[src/hdl/carc_pkg.sv]
package carc_pkg;

  // Result event codes
  localparam logic [3:0] EV_TRANSMIT  = 4'd0;
  localparam logic [3:0] EV_SENT      = 4'd1;
  localparam logic [3:0] EV_FAILED    = 4'd2;
  localparam logic [3:0] EV_ACKWAIT   = 4'd3;
  localparam logic [3:0] EV_ACKED     = 4'd4;
  localparam logic [3:0] EV_TIMEOUT   = 4'd5;
  localparam logic [3:0] EV_RETRY     = 4'd6;
  localparam logic [3:0] EV_EXHAUSTED = 4'd7;
  localparam logic [3:0] EV_BUSY      = 4'd8;
  localparam logic [3:0] EV_NOACK     = 4'd9;

  // Request types
  localparam logic [1:0] REQ_SEND   = 2'd0;
  localparam logic [1:0] REQ_TICK   = 2'd1;
  localparam logic [1:0] REQ_FRAME  = 2'd2;
  localparam logic [1:0] REQ_STATUS = 2'd3;

  // Configuration register indexes
  localparam logic [2:0] CFG_ACK_ENABLE  = 3'd0;
  localparam logic [2:0] CFG_SEND_DELAY  = 3'd1;
  localparam logic [2:0] CFG_ACK_TIMEOUT = 3'd2;
  localparam logic [2:0] CFG_BACKOFF     = 3'd3;
  localparam logic [2:0] CFG_RETRY_LIMIT = 3'd4;
  localparam logic [2:0] CFG_ACK_OFFSET  = 3'd5;

  localparam int unsigned MAX_EVENTS = 4;
  localparam logic [3:0]  DLC_FULL   = 4'd8;

  typedef struct packed {
    logic        ack_enable;
    logic [15:0] send_delay_ticks;
    logic [15:0] ack_timeout_ticks;
    logic [15:0] backoff_ticks;
    logic [7:0]  retry_limit;
    logic [28:0] ack_id_offset;
  } cfg_t;

  // Events produced by one request, handed to the emitter in one go
  typedef struct packed {
    logic [2:0]                    count;
    logic [MAX_EVENTS-1:0][3:0]    code;
    logic [MAX_EVENTS-1:0][7:0]    attempt;
    logic [28:0]                   tx_id;
    logic [63:0]                   tx_data;
  } batch_t;

endpackage

[src/hdl/carc_core.sv]
module carc_core #(
  parameter int unsigned COUNTER_WIDTH = 16
) (
  input  logic              clk_i,
  input  logic              rst_ni,
  input  logic              commit_i,
  input  carc_pkg::cfg_t    cfg_i,
  input  logic [1:0]        req_type_i,
  input  logic [28:0]       frame_id_i,
  input  logic [3:0]        frame_len_i,
  input  logic [63:0]       frame_data_i,
  input  logic              send_ok_i,
  output carc_pkg::batch_t  batch_o
);

  localparam logic [2:0] PH_IDLE    = 3'd0;
  localparam logic [2:0] PH_DELAY   = 3'd1;
  localparam logic [2:0] PH_STATUS  = 3'd2;
  localparam logic [2:0] PH_ACKWAIT = 3'd3;
  localparam logic [2:0] PH_BACKOFF = 3'd4;

  localparam int unsigned CmpW = (COUNTER_WIDTH > 16) ? COUNTER_WIDTH : 16;
  localparam logic [COUNTER_WIDTH-1:0] CntMax = {COUNTER_WIDTH{1'b1}};

  logic [2:0]               phase_q, phase_d;
  logic [7:0]               retry_q, retry_d;
  logic [COUNTER_WIDTH-1:0] tick_q, tick_d;
  logic [28:0]              held_id_q, held_id_d;
  logic [63:0]              held_data_q, held_data_d;

  logic [COUNTER_WIDTH-1:0] tick_inc;
  logic [28:0]              ack_id;
  logic                     go_delay;
  logic                     go_backoff;
  logic [2:0]               n;
  carc_pkg::batch_t         batch;

  assign tick_inc = (tick_q == CntMax) ? tick_q : tick_q + 1'b1;
  assign ack_id   = held_id_q + cfg_i.ack_id_offset;

  always_comb begin
    phase_d     = phase_q;
    retry_d     = retry_q;
    tick_d      = tick_q;
    held_id_d   = held_id_q;
    held_data_d = held_data_q;
    go_delay    = 1'b0;
    go_backoff  = 1'b0;
    n           = '0;
    batch       = '0;

    unique case (req_type_i)
      carc_pkg::REQ_SEND: begin
        if (phase_q != PH_IDLE) begin
          batch.code[n[1:0]]    = carc_pkg::EV_BUSY;
          batch.attempt[n[1:0]] = retry_q;
          n = n + 3'd1;
        end else begin
          held_id_d   = frame_id_i;
          held_data_d = frame_data_i;
          retry_d     = '0;
          go_delay    = 1'b1;
        end
      end
      carc_pkg::REQ_TICK: begin
        unique case (phase_q)
          PH_DELAY: begin
            tick_d = tick_inc;
            if (CmpW'(tick_inc) >= CmpW'(cfg_i.send_delay_ticks)) begin
              tick_d  = '0;
              phase_d = PH_STATUS;
              batch.code[n[1:0]]    = carc_pkg::EV_TRANSMIT;
              batch.attempt[n[1:0]] = retry_q;
              n = n + 3'd1;
            end
          end
          PH_ACKWAIT: begin
            tick_d = tick_inc;
            if (CmpW'(tick_inc) >= CmpW'(cfg_i.ack_timeout_ticks)) begin
              batch.code[n[1:0]]    = carc_pkg::EV_TIMEOUT;
              batch.attempt[n[1:0]] = retry_q;
              n = n + 3'd1;
              if (retry_q >= cfg_i.retry_limit) begin
                batch.code[n[1:0]]    = carc_pkg::EV_EXHAUSTED;
                batch.attempt[n[1:0]] = retry_q;
                n = n + 3'd1;
                phase_d = PH_IDLE;
                tick_d  = '0;
              end else begin
                retry_d = retry_q + 8'd1;
                batch.code[n[1:0]]    = carc_pkg::EV_RETRY;
                batch.attempt[n[1:0]] = retry_d;
                n = n + 3'd1;
                go_backoff = 1'b1;
              end
            end
          end
          PH_BACKOFF: begin
            tick_d = tick_inc;
            if (CmpW'(tick_inc) >= CmpW'(cfg_i.backoff_ticks)) go_delay = 1'b1;
          end
          default: ;
        endcase
      end
      carc_pkg::REQ_FRAME: begin
        if (phase_q == PH_ACKWAIT && frame_id_i == ack_id &&
            frame_len_i == carc_pkg::DLC_FULL && frame_data_i == held_data_q) begin
          batch.code[n[1:0]]    = carc_pkg::EV_ACKED;
          batch.attempt[n[1:0]] = retry_q;
          n = n + 3'd1;
          phase_d = PH_IDLE;
          tick_d  = '0;
        end
      end
      carc_pkg::REQ_STATUS: begin
        if (phase_q == PH_STATUS) begin
          batch.code[n[1:0]]    = carc_pkg::EV_SENT;
          batch.attempt[n[1:0]] = retry_q;
          n = n + 3'd1;
          tick_d = '0;
          batch.attempt[n[1:0]] = retry_q;
          if (!send_ok_i) begin
            batch.code[n[1:0]] = carc_pkg::EV_FAILED;
            phase_d = PH_IDLE;
          end else if (cfg_i.ack_enable) begin
            batch.code[n[1:0]] = carc_pkg::EV_ACKWAIT;
            phase_d = PH_ACKWAIT;
          end else begin
            batch.code[n[1:0]] = carc_pkg::EV_NOACK;
            phase_d = PH_IDLE;
          end
          n = n + 3'd1;
        end
      end
      default: ;
    endcase

    // backoff, possibly collapsing straight into the send delay
    if (go_backoff) begin
      tick_d = '0;
      if (cfg_i.backoff_ticks == '0) go_delay = 1'b1;
      else                           phase_d  = PH_BACKOFF;
    end

    // send delay, transmitting at once when it is zero
    if (go_delay) begin
      tick_d = '0;
      if (cfg_i.send_delay_ticks == '0) begin
        phase_d = PH_STATUS;
        batch.code[n[1:0]]    = carc_pkg::EV_TRANSMIT;
        batch.attempt[n[1:0]] = retry_d;
        n = n + 3'd1;
      end else begin
        phase_d = PH_DELAY;
      end
    end

    batch.count   = n;
    batch.tx_id   = held_id_d;
    batch.tx_data = held_data_d;
  end

  assign batch_o = batch;

  always_ff @(posedge clk_i or negedge rst_ni) begin
    if (!rst_ni) begin
      phase_q     <= PH_IDLE;
      retry_q     <= '0;
      tick_q      <= '0;
      held_id_q   <= '0;
      held_data_q <= '0;
    end else if (commit_i) begin
      phase_q     <= phase_d;
      retry_q     <= retry_d;
      tick_q      <= tick_d;
      held_id_q   <= held_id_d;
      held_data_q <= held_data_d;
    end
  end

  // every way back to idle clears the tick count
  a_idle_tick_clear: assert property (@(posedge clk_i) disable iff (!rst_ni)
    phase_q == PH_IDLE |-> tick_q == '0)
    else $error("tick counter not clear in idle");

endmodule

[src/hdl/carc_emit.sv]
module carc_emit (
  input  logic              clk_i,
  input  logic              rst_ni,
  input  logic              load_i,
  input  carc_pkg::batch_t  batch_i,
  output logic              free_o,
  output logic              out_valid_o,
  input  logic              out_stall_i,
  output logic [3:0]        event_code_o,
  output logic [7:0]        attempt_index_o,
  output logic [28:0]       tx_id_o,
  output logic [63:0]       tx_data_o,
  output logic              last_o
);

  carc_pkg::batch_t batch_q;
  logic [2:0]       cnt_q;
  logic [1:0]       idx_q;
  logic             fire;
  logic             is_tx;

  assign out_valid_o = cnt_q != '0;
  assign last_o      = {1'b0, idx_q} == cnt_q - 3'd1;
  assign fire        = out_valid_o && !out_stall_i;
  assign free_o      = !out_valid_o || (fire && last_o);

  assign event_code_o    = batch_q.code[idx_q];
  assign attempt_index_o = batch_q.attempt[idx_q];
  assign is_tx           = event_code_o == carc_pkg::EV_TRANSMIT;
  assign tx_id_o         = is_tx ? batch_q.tx_id : '0;
  assign tx_data_o       = is_tx ? batch_q.tx_data : '0;

  always_ff @(posedge clk_i or negedge rst_ni) begin
    if (!rst_ni) begin
      cnt_q <= '0;
      idx_q <= '0;
    end else if (load_i) begin
      cnt_q <= batch_i.count;
      idx_q <= '0;
    end else if (fire) begin
      if (last_o) cnt_q <= '0;
      else        idx_q <= idx_q + 2'd1;
    end
  end

  always_ff @(posedge clk_i) begin
    if (load_i) batch_q <= batch_i;
  end

  a_idx_in_range: assert property (@(posedge clk_i) disable iff (!rst_ni)
    cnt_q != '0 |-> ({1'b0, idx_q} < cnt_q && cnt_q <= 3'd3))
    else $error("emitter index outside batch");

  a_load_when_free: assert property (@(posedge clk_i) disable iff (!rst_ni)
    load_i |-> (free_o && batch_i.count != '0))
    else $error("batch loaded over unfinished one");

endmodule

[src/hdl/can_ack_retry_controller_unit.sv]
// Stop-and-wait CAN sender with acknowledge, timeout and retry. Each request
// on the input channel (send, tick, received frame or link send status) is
// registered, decoded against the sender's phase and produces zero to three
// events, which leave one per cycle on the output channel while it is not
// stalled, with last set on the final one. Requests giving no event or one
// event flow back to back while the output is not stalled; a request giving
// several events holds the output until its last event has left, and the
// input stalls only once the event buffer is still busy with an earlier
// request. Registers are written through the cfg port (always ready) and
// must only be changed while the sender is quiet. Tick counting is
// COUNTER_WIDTH bits wide and saturates, so a delay the counter cannot
// reach never expires.
module can_ack_retry_controller_unit #(
  parameter int unsigned COUNTER_WIDTH = 16
) (
  input  logic        clk_i,
  input  logic        rst_ni,
  // configuration
  input  logic        cfg_valid_i,
  output logic        cfg_ready_o,
  input  logic [2:0]  cfg_index_i,
  input  logic [31:0] cfg_data_i,
  // request channel
  input  logic        in_valid_i,
  output logic        in_stall_o,
  input  logic [1:0]  req_type_i,
  input  logic [28:0] frame_id_i,
  input  logic [3:0]  frame_len_i,
  input  logic [63:0] frame_data_i,
  input  logic        send_ok_i,
  // event channel
  output logic        out_valid_o,
  input  logic        out_stall_i,
  output logic [3:0]  event_code_o,
  output logic [7:0]  attempt_index_o,
  output logic [28:0] tx_id_o,
  output logic [63:0] tx_data_o,
  output logic        last_o
);

  // configuration registers, reset to the documented defaults
  carc_pkg::cfg_t cfg_q;

  assign cfg_ready_o = 1'b1;

  always_ff @(posedge clk_i or negedge rst_ni) begin
    if (!rst_ni) begin
      cfg_q.ack_enable        <= 1'b1;
      cfg_q.send_delay_ticks  <= 16'd5;
      cfg_q.ack_timeout_ticks <= 16'd50;
      cfg_q.backoff_ticks     <= 16'd10;
      cfg_q.retry_limit       <= 8'd2;
      cfg_q.ack_id_offset     <= 29'h80;
    end else if (cfg_valid_i && cfg_ready_o) begin
      unique case (cfg_index_i)
        carc_pkg::CFG_ACK_ENABLE:  cfg_q.ack_enable        <= cfg_data_i[0];
        carc_pkg::CFG_SEND_DELAY:  cfg_q.send_delay_ticks  <= cfg_data_i[15:0];
        carc_pkg::CFG_ACK_TIMEOUT: cfg_q.ack_timeout_ticks <= cfg_data_i[15:0];
        carc_pkg::CFG_BACKOFF:     cfg_q.backoff_ticks     <= cfg_data_i[15:0];
        carc_pkg::CFG_RETRY_LIMIT: cfg_q.retry_limit       <= cfg_data_i[7:0];
        carc_pkg::CFG_ACK_OFFSET:  cfg_q.ack_id_offset     <= cfg_data_i[28:0];
        default: ;  // unused index, write dropped
      endcase
    end
  end

  // input register
  logic        in_valid_q;
  logic [1:0]  req_type_q;
  logic [28:0] frame_id_q;
  logic [3:0]  frame_len_q;
  logic [63:0] frame_data_q;
  logic        send_ok_q;

  carc_pkg::batch_t batch;
  logic             emit_free;
  logic             advance;
  logic             in_take;

  // a request moves on once its events (if any) fit in the emitter
  assign advance    = in_valid_q && (batch.count == '0 || emit_free);
  assign in_stall_o = in_valid_q && !advance;
  assign in_take    = in_valid_i && !in_stall_o;

  always_ff @(posedge clk_i or negedge rst_ni) begin
    if (!rst_ni) begin
      in_valid_q <= 1'b0;
    end else if (in_take) begin
      in_valid_q <= 1'b1;
    end else if (advance) begin
      in_valid_q <= 1'b0;
    end
  end

  always_ff @(posedge clk_i) begin
    if (in_take) begin
      req_type_q   <= req_type_i;
      frame_id_q   <= frame_id_i;
      frame_len_q  <= frame_len_i;
      frame_data_q <= frame_data_i;
      send_ok_q    <= send_ok_i;
    end
  end

  carc_core #(
    .COUNTER_WIDTH(COUNTER_WIDTH)
  ) u_core (
    .clk_i       (clk_i),
    .rst_ni      (rst_ni),
    .commit_i    (advance),
    .cfg_i       (cfg_q),
    .req_type_i  (req_type_q),
    .frame_id_i  (frame_id_q),
    .frame_len_i (frame_len_q),
    .frame_data_i(frame_data_q),
    .send_ok_i   (send_ok_q),
    .batch_o     (batch)
  );

  carc_emit u_emit (
    .clk_i          (clk_i),
    .rst_ni         (rst_ni),
    .load_i         (advance && batch.count != '0),
    .batch_i        (batch),
    .free_o         (emit_free),
    .out_valid_o    (out_valid_o),
    .out_stall_i    (out_stall_i),
    .event_code_o   (event_code_o),
    .attempt_index_o(attempt_index_o),
    .tx_id_o        (tx_id_o),
    .tx_data_o      (tx_data_o),
    .last_o         (last_o)
  );

  // an empty input register never holds the request channel off
  a_no_stall_empty: assert property (@(posedge clk_i) disable iff (!rst_ni)
    !in_valid_q |-> !in_stall_o)
    else $error("request stalled with empty input register");

endmodule
[config.mk]
export PLATFORM = sky130hd
export DESIGN_NAME = can_ack_retry_controller_unit
export DESIGN_NICKNAME = d
export VERILOG_FILES = /design/src/hdl/carc_pkg.sv /design/src/hdl/carc_core.sv /design/src/hdl/carc_emit.sv /design/src/hdl/can_ack_retry_controller_unit.sv
export SDC_FILE = /design/constraint.sdc
export NUM_CORES = 1
export LEC_CHECK = 0
export BUFFER_PORTS_ARGS = -buffer_cell sky130_fd_sc_hd__buf_2
export CORE_UTILIZATION = 60
export DETAILED_ROUTE_END_ITERATION = 12
export PLACE_DENSITY = 0.81
export SLEW_MARGIN = 20
export SYNTH_ARGS = -nofsm -noshare
export SYNTH_HDL_FRONTEND = slang
export SYNTH_SLANG_ARGS = --single-unit
[constraint.sdc]
create_clock -name clk_i -period 12.2 [get_ports clk_i]
set_clock_uncertainty 0.05 [all_clocks]
set_input_delay 1.22 -clock clk_i [delete_from_list [all_inputs] [get_ports clk_i]]
set_output_delay 1.22 -clock clk_i [all_outputs]
set_load 0.02 [all_outputs]
After elaboration in Yosys (flattened, before gate mapping)
Index checks and enable logic that the tools add are counted.

storage, ports and cells
  bits in registers = 453
  input bits = 140

cells by class
  magnitude comparators = 7
  mux-type cells = 91
  equality and inequality tests = 21
  bitwise operators = 2
  reduce and logical (&&, ||, !) cells = 39
  add/subtract/negate cells = 6

operator list
  operator                                       count
  2-to-1 mux 64 bit                              3
  2-to-1 mux 16 bit                              10
  case mux 16 bit (3 select lines)               2
  2-to-1 mux 29 bit                              3
  2-to-1 mux 40 bit                              2
  2-to-1 mux 8 bit                               10
  equality test 64 bit                           1
  >= comparator 16 bit                           3
  2-to-1 mux 3 bit                               16
  case mux 8 bit (2 select lines)                3
  bitwise mux 32 bit                             1
  logical NOT 16 bit                             2
  case mux 8 bit (4 select lines)                1
  adder 29 bit                                   1
  equality test 29 bit                           1
  2-to-1 mux 4 bit                               6
  AND reduction 2 bit                            9
  adder 16 x 1 -> 16 bit, second input constant  1
  AND 8 x 16 -> 16 bit                           1
  binary-select mux 8 bit (select 2 bit)         1
  demux 8 bit (select 2 bit)                     1
  equality test 16 bit, second input constant    1
  inverter 16 bit                                1
  case mux 4 bit (4 select lines)                1
  other kinds (37)                               85

Longest topological paths before layout
  word-level depth = 18
  depth in mapped cells = 23
  gate-level depth less buffers = 21

By module
A second synthesis with hierarchy kept.

second synthesis, totals
  cell total of the unflattened synthesis = 2248
  area, all modules = 23565.1 µm²

by module, submodules not included
  module                         instances  cells an instance  area each (µm²)
  carc_core                      1          1657               11509.8
  can_ack_retry_controller_unit  1          298                6498.7
  carc_emit                      1          293                5556.6

Worst setup path before layout
No wires, ideal clock.

  kind = reg-to-reg
  from = reg u_core.tick_q[3]
  to = reg u_emit.batch_q[0] (netlist name) (enable)
  arrival = 9.202 ns
  stages on the path, launching flop included = 21
  setup time = 0.639 ns
  clock period less this slack = 9.891 ns
  slack = 2.309 ns
  required time = 11.511 ns
  cell sequence = dfrtp_1 -> nand3_1 -> nor2_1 -> and2_1 -> nand4_1 -> nor2_1 -> or3_1 -> nor2_1 -> xor2_1 -> ha_1 -> o21a_1 -> o21ai_0 -> a211o_1 -> a21oi_1 -> and3_1 -> clkbuf_1 -> nor2_2 -> inv_1 -> or4_4 -> a31oi_1 -> nor2b_1

on the way
  longest elaborated chain between the ends = 13

ends and longest elaborated chain
  item                                                                                       RTL line                                            RTL
  start: declaration                                                                         carc_core.sv:27                                     logic [COUNTER_WIDTH-1:0] tick_q, tick_d;
  start signal: assignment                                                                   carc_core.sv:175                                    tick_q <= tick_d;
  adder 16 x 1 -> 16 bit / equality test 16 bit (equally long branches)                      carc_core.sv:38                                     assign tick_inc = (tick_q == CntMax) ? tick_q : tick_q + 1'b1;
  2-to-1 mux 16 bit *                                                                        carc_core.sv:38
  >= comparator 16 bit (on tied branches)                                                    carc_core.sv:69, carc_core.sv:79, carc_core.sv:100
  2-to-1 mux 1 bit (tied with other cells)                                                   carc_core.sv:69                                     if (CmpW'(tick_inc) >= CmpW'(cfg_i.send_delay_ticks)) begin
  case mux 3 bit (2 select lines) / 2-to-1 mux 1 bit (equally long branches)                 carc_core.sv:66                                     unique case (phase_q)
  case mux 3 bit (4 select lines) / case mux 1 bit (2 select lines) (equally long branches)  carc_core.sv:52                                     unique case (req_type_i)
  adder 3 x 1 -> 3 bit / 2-to-1 mux 1 bit (equally long branches)                            carc_core.sv:152, carc_core.sv:141
  2-to-1 mux 3 bit / 2-to-1 mux 1 bit (equally long branches)                                carc_core.sv:148, carc_core.sv:139
  2-to-1 mux 3 bit *                                                                         carc_core.sv:146                                    if (go_delay) begin
  logical NOT 3 bit                                                                          can_ack_retry_controller_unit.sv:81                 assign advance = in_valid_q && (batch.count == '0 || emit_free);
  logical OR 1 bit                                                                           can_ack_retry_controller_unit.sv:81
  logical AND 1 bit                                                                          can_ack_retry_controller_unit.sv:81
  logical AND 1 bit *                                                                        can_ack_retry_controller_unit.sv:123                .load_i (advance && batch.count != '0),
  via u_emit.load_i                                                                          carc_emit.sv:4                                      input logic load_i,
  end signal: assignment                                                                     carc_emit.sv:47                                     if (load_i) batch_q <= batch_i;
  end: declaration                                                                           carc_emit.sv:16                                     carc_pkg::batch_t batch_q;

The timed path passes the listed nets; every way through them passes the cells marked *.
A chain may end at the register's enable or synchronous reset.

Worst setup path after layout
  from = reg u_core.tick_q[3]
  to = out in_stall_o

on the way
  longest elaborated chain between the ends = 14

ends and longest elaborated chain
  item                                                                                       RTL line                                            RTL
  adder 16 x 1 -> 16 bit / equality test 16 bit (equally long branches)                      carc_core.sv:38
  2-to-1 mux 16 bit *                                                                        carc_core.sv:38
  >= comparator 16 bit (on tied branches)                                                    carc_core.sv:69, carc_core.sv:79, carc_core.sv:100
  2-to-1 mux 1 bit (tied with other cells)                                                   carc_core.sv:69
  case mux 3 bit (2 select lines) / 2-to-1 mux 1 bit (equally long branches)                 carc_core.sv:66
  case mux 3 bit (4 select lines) / case mux 1 bit (2 select lines) (equally long branches)  carc_core.sv:52
  adder 3 x 1 -> 3 bit / 2-to-1 mux 1 bit (equally long branches)                            carc_core.sv:152, carc_core.sv:141
  2-to-1 mux 3 bit / 2-to-1 mux 1 bit (equally long branches)                                carc_core.sv:148, carc_core.sv:139
  2-to-1 mux 3 bit *                                                                         carc_core.sv:146
  logical NOT 3 bit *                                                                        can_ack_retry_controller_unit.sv:81
  logical OR 1 bit *                                                                         can_ack_retry_controller_unit.sv:81
  logical AND 1 bit *                                                                        can_ack_retry_controller_unit.sv:81
  logical NOT 1 bit *                                                                        can_ack_retry_controller_unit.sv:82                 assign in_stall_o = in_valid_q && !advance;
  logical AND 1 bit *                                                                        can_ack_retry_controller_unit.sv:82
  end: declaration                                                                           can_ack_retry_controller_unit.sv:25                 output logic in_stall_o,

Every way passes the cells marked *; elsewhere a longest branch is shown, timed or not.

==> results.json <==
{
  "ant_nets": 0,
  "h-tree-depth": 2,
  "critPathRequiredTime_ns": 10.93,
  "p_int_mw": 3.338,
  "drc": 0,
  "crit_fanout": 14,
  "ctsResizeCount": 0,
  "finalCoreUtilization_pct": 69.71,
  "rsz0062_at_grt": "false",
  "port_buffers": 244,
  "worstSetupPathType": "reg -> out",
  "fin_crit_ns": 7.399,
  "final_cell_area_sq_mm": 0.02644,
  "clock_latency_ns": 0.58,
  "io_pins": 249,
  "reg2reg_depth": 19,
  "grt_overflow_total": 0,
  "die_h_microns": 199.1,
  "die-width_microns": 199.1,
  "hold_viol": 0,
  "avgSynthCellArea_sq_um": 12.11,
  "grt_pass1_wl_mm": 92.11,
  "pwr-share-clk_pct": 25.9,
  "clock-sinks": 444,
  "tightestPinTransition_ns": 1.063,
  "post_cts_buffers": 0,
  "gr-usage-all-layers_pct": 30.60,
  "finalMaxSlewViolations": 0,
  "wl_per_cell_microns": 22.02,
  "synthesis.area_sq_mm": 0.02331,
  "switching_share_pct": 35.78,
  "clk_path_buf_depth": 3,
  "netlist_instances": 1925,
  "antenna_found_initial": 11,
  "status": "completed",
  "hold_depth": 2,
  "setup.worst_path.end_class": "output pin",
  "irDropWorstVdd_uv": 142.8,
  "area_delta_synth_final_pct": 13.42,
  "numCtsBuffers": 45,
  "num_vias": 16446,
  "maxCapViolCount": 0,
  "dpl_cell_area_sq_mm": 0.02496,
  "power_frac_comb_pct": 34.8,
  "synth.yosys.seq_area_share_pct": 52.69,
  "clk_pin_slew_ns": 0.06,
  "dp_hpwl_mm": 42.28,
  "synth_cell_types": 105,
  "drive_gt1_share_pct": 28.96,
  "synthArstFlopShare_pct": 47.75,
  "cts-root-buf": "clkbuf_16",
  "drt_wl_total_mm": 59.79,
  "viasPerCell": 6.057,
  "fin_tns_setup_ns": 0,
  "min_period_over_period_pct": 60.65,
  "finalSetupViolCount": 0,
  "power_per_cell_area_mw_per_mm2": 196.6,
  "ys.flop_type": "edfxtp_1",
  "timing.fmax_mhz": 135.2,
  "synth-edff-count": 232,
  "cts_hold_buf": 0,
  "ys_ff_latch": 444,
  "nets": 2390,
  "first_iter_violations": 1225,
  "grt_pass1_vias": 16515,
  "power.share.sequential_pct": 39.3,
  "design.core.area_sq_mm": 0.03793,
  "num_rows": 71,
  "crit_arrival_ns": 6.13,
  "p_leak_nw": 11.55,
  "p_sw_mw": 1.860,
  "startpoint_type": "flop",
  "firstDrtPassIters": 5,
  "relSlewSlack_pct": 29.13,
  "cts_tree": "built",
  "synth_nets": 2158,
  "place_congestion": 0.9361,
  "die_area_sq_mm": 0.03965,
  "yosys_warnings": 0,
  "holdCritPathClass": "reg -> reg",
  "grt_max_degree": 94,
  "initial_core_util_pct": 61.46
}
-- layout by cell type, fill, tap and decap left out, types with 8 or more instances in the layout --
cell type / netlist / layout
buf_2: 11 / 243
mux2_2: 240 / 240
edfxtp_1: 232 / 232
dfrtp_1: 202 / 202
nand2_1: 110 / 109
and2_1: 99 / 99
ha_1: 92 / 92
nor2_1: 83 / 83
inv_1: 81 / 81
o21ai_0: 80 / 80
a21oi_1: 72 / 72
xnor2_1: 71 / 71
xor2_1: 45 / 45
clkbuf_16: 0 / 45
nand4_1: 44 / 44
nor3_1: 28 / 28
nand3_1: 27 / 27
nand2b_1: 26 / 26
nor4_1: 23 / 22
a21o_1: 19 / 19
o211ai_1: 16 / 16
nor2b_1: 17 / 16
clkbuf_1: 48 / 16
mux2i_1: 14 / 14
o21a_1: 14 / 13
buf_4: 6 / 13
diode_2: 0 / 11
or3_1: 10 / 10
dfstp_2: 10 / 10
or2_2: 9 / 9
a31o_2: 9 / 9
mux4_2: 8 / 8
a31oi_1: 8 / 8
o2bb2ai_1: 8 / 8
-- critical path, cell delays in order, from the launching register on --
cell,delay (ns)
dfrtp_1,0.43
nand3_1,0.17
nor2_1,0.17
and2_1,0.22
and4_1,0.33
nand2b_1,0.23
xnor2_1,0.45
ha_1,0.31
nand2b_1,0.13
a211oi_1,0.22
o31ai_1,0.14
a221oi_1,0.54
a2bb2oi_1,0.41
o22ai_1,0.13
buf_4,0.22
or4_4,0.52
a31oi_1,0.37
nand2b_1,0.29
nor2_1,0.06
buf_2,0.17
-- kinds of logic after synthesis --
kind of cell / share of synthesized area (%)
AND/OR/NAND/NOR: 12.62
flip-flops: 52.69
AO/OA/AOI/OAI: 8.936
multiplexers: 13.43
buffers and inverters: 2.823
XOR/XNOR: 4.454
adder cells (fa/ha/maj): 5.023
other: 0.01609
-- layer usage --
metal | track usage, % | vias to the layer above | wire length [microns]
li1 | - | 7561 | -
met1 | 40.15 | 8154 | 24530
met2 | 50.33 | 602 | 29290
met3 | 4.878 | 123 | 3732
met4 | 13.50 | 6 | 2200
met5 | 0 | - | 39
-- synth_stat cells, drive strengths merged (5+ instances only) --
library cell	n	area share (%)
mux2	249	12
edfxtp	232	30
dfrtp	202	22
nand2	110	1.8
and2	101	2.7
ha	92	4.9
o21ai	87	1.9
nor2	86	1.4
inv	81	1.3
a21oi	76	1.8
xnor2	71	2.7
clkbuf	52	0.94
xor2	45	1.7
nand4	44	1.2
nand3	28	0.62
nor3	28	0.60
nand2b	26	0.70
nor4	25	0.80
buf	22	0.57
a21o	20	0.65
nor2b	17	0.46
o211ai	16	0.52
mux2i	14	0.60
o21a	14	0.45
or3	11	0.30
a31o	10	0.38
dfstp	10	1.1
or2	10	0.27
or4	10	0.38
a31oi	9	0.27
mux4	8	0.77
o2bb2ai	8	0.30
a211oi	7	0.23
and3	6	0.17
and4	6	0.23
o22ai	6	0.16
a221o	5	0.21
o21bai	5	0.16
-- power by group through the flow --
| stage | logic (mW) | registers (mW) | clock network [mW] |
|---|---|---|---|
| floorplan | 1.30 | 2.00 | 0 |
| global placement | 1.74 | 2.05 | 0 |
| detailed placement | 1.78 | 2.07 | 0 |
| CTS | 1.80 | 2.04 | 1.36 |
| global route | 1.96 | 2.07 | 1.42 |
| finish | 1.81 | 2.04 | 1.35 |
-- final timing paths --
path	startpoint	to	slack (ns)
max in group asynchronous	rst_ni	u_core.tick_q[15]	9.65
min in group asynchronous	rst_ni	cfg_q[70]	0.56
setup reg to reg	u_core.tick_q[3]	frame_id_q[6]	5.29
setup / recovery	u_core.tick_q[3]	in_stall_o	4.80
hold reg to reg	cfg_q[54]	cfg_q[54]	0.46
hold / removal	cfg_q[54]	cfg_q[54]	0.46
-- sequential cells by signal, indices dropped and copies added (netlist names), 2 cells and up --
register,cells
u_core.phase_q,3
frame_data_q,64
u_core.retry_q,8
cfg_q,86
u_core.tick_q,16
u_emit.batch_q,132
u_core.held_data_q,64
frame_len_q,4
u_emit.idx_q,2
u_core.held_id_q,29
u_emit.cnt_q,3
req_type_q,2
frame_id_q,29
-- stage by stage --
stage	cells	hold WS (ns)	setup slack [ns]	total power, mW
after floorplan	1925	0.4299	2.309	3.306
after global placement	2620	0.4449	5.219	3.793
after detailed placement	2620	0.4507	5.101	3.851
after CTS	2703	0.4592	4.830	5.204
after global routing	2711	0.4820	4.418	5.445
final	2715	0.4555	4.801	5.198
-- area by class of cell --
class / instances / area, sq um
Sequential cell: 444 / 12280
Clock inverter: 19 / 191.4
Multi-Input combinational cell: 1326 / 10400
Clock buffer: 64 / 1227
Tap cell: 511 / 639.4
Timing Repair Buffer: 259 / 1368
Fill cell: 2683 / 11490
Inverter: 81 / 304.0
Antenna cell: 11 / 27.53
Power figures use the tool's default switching activity.
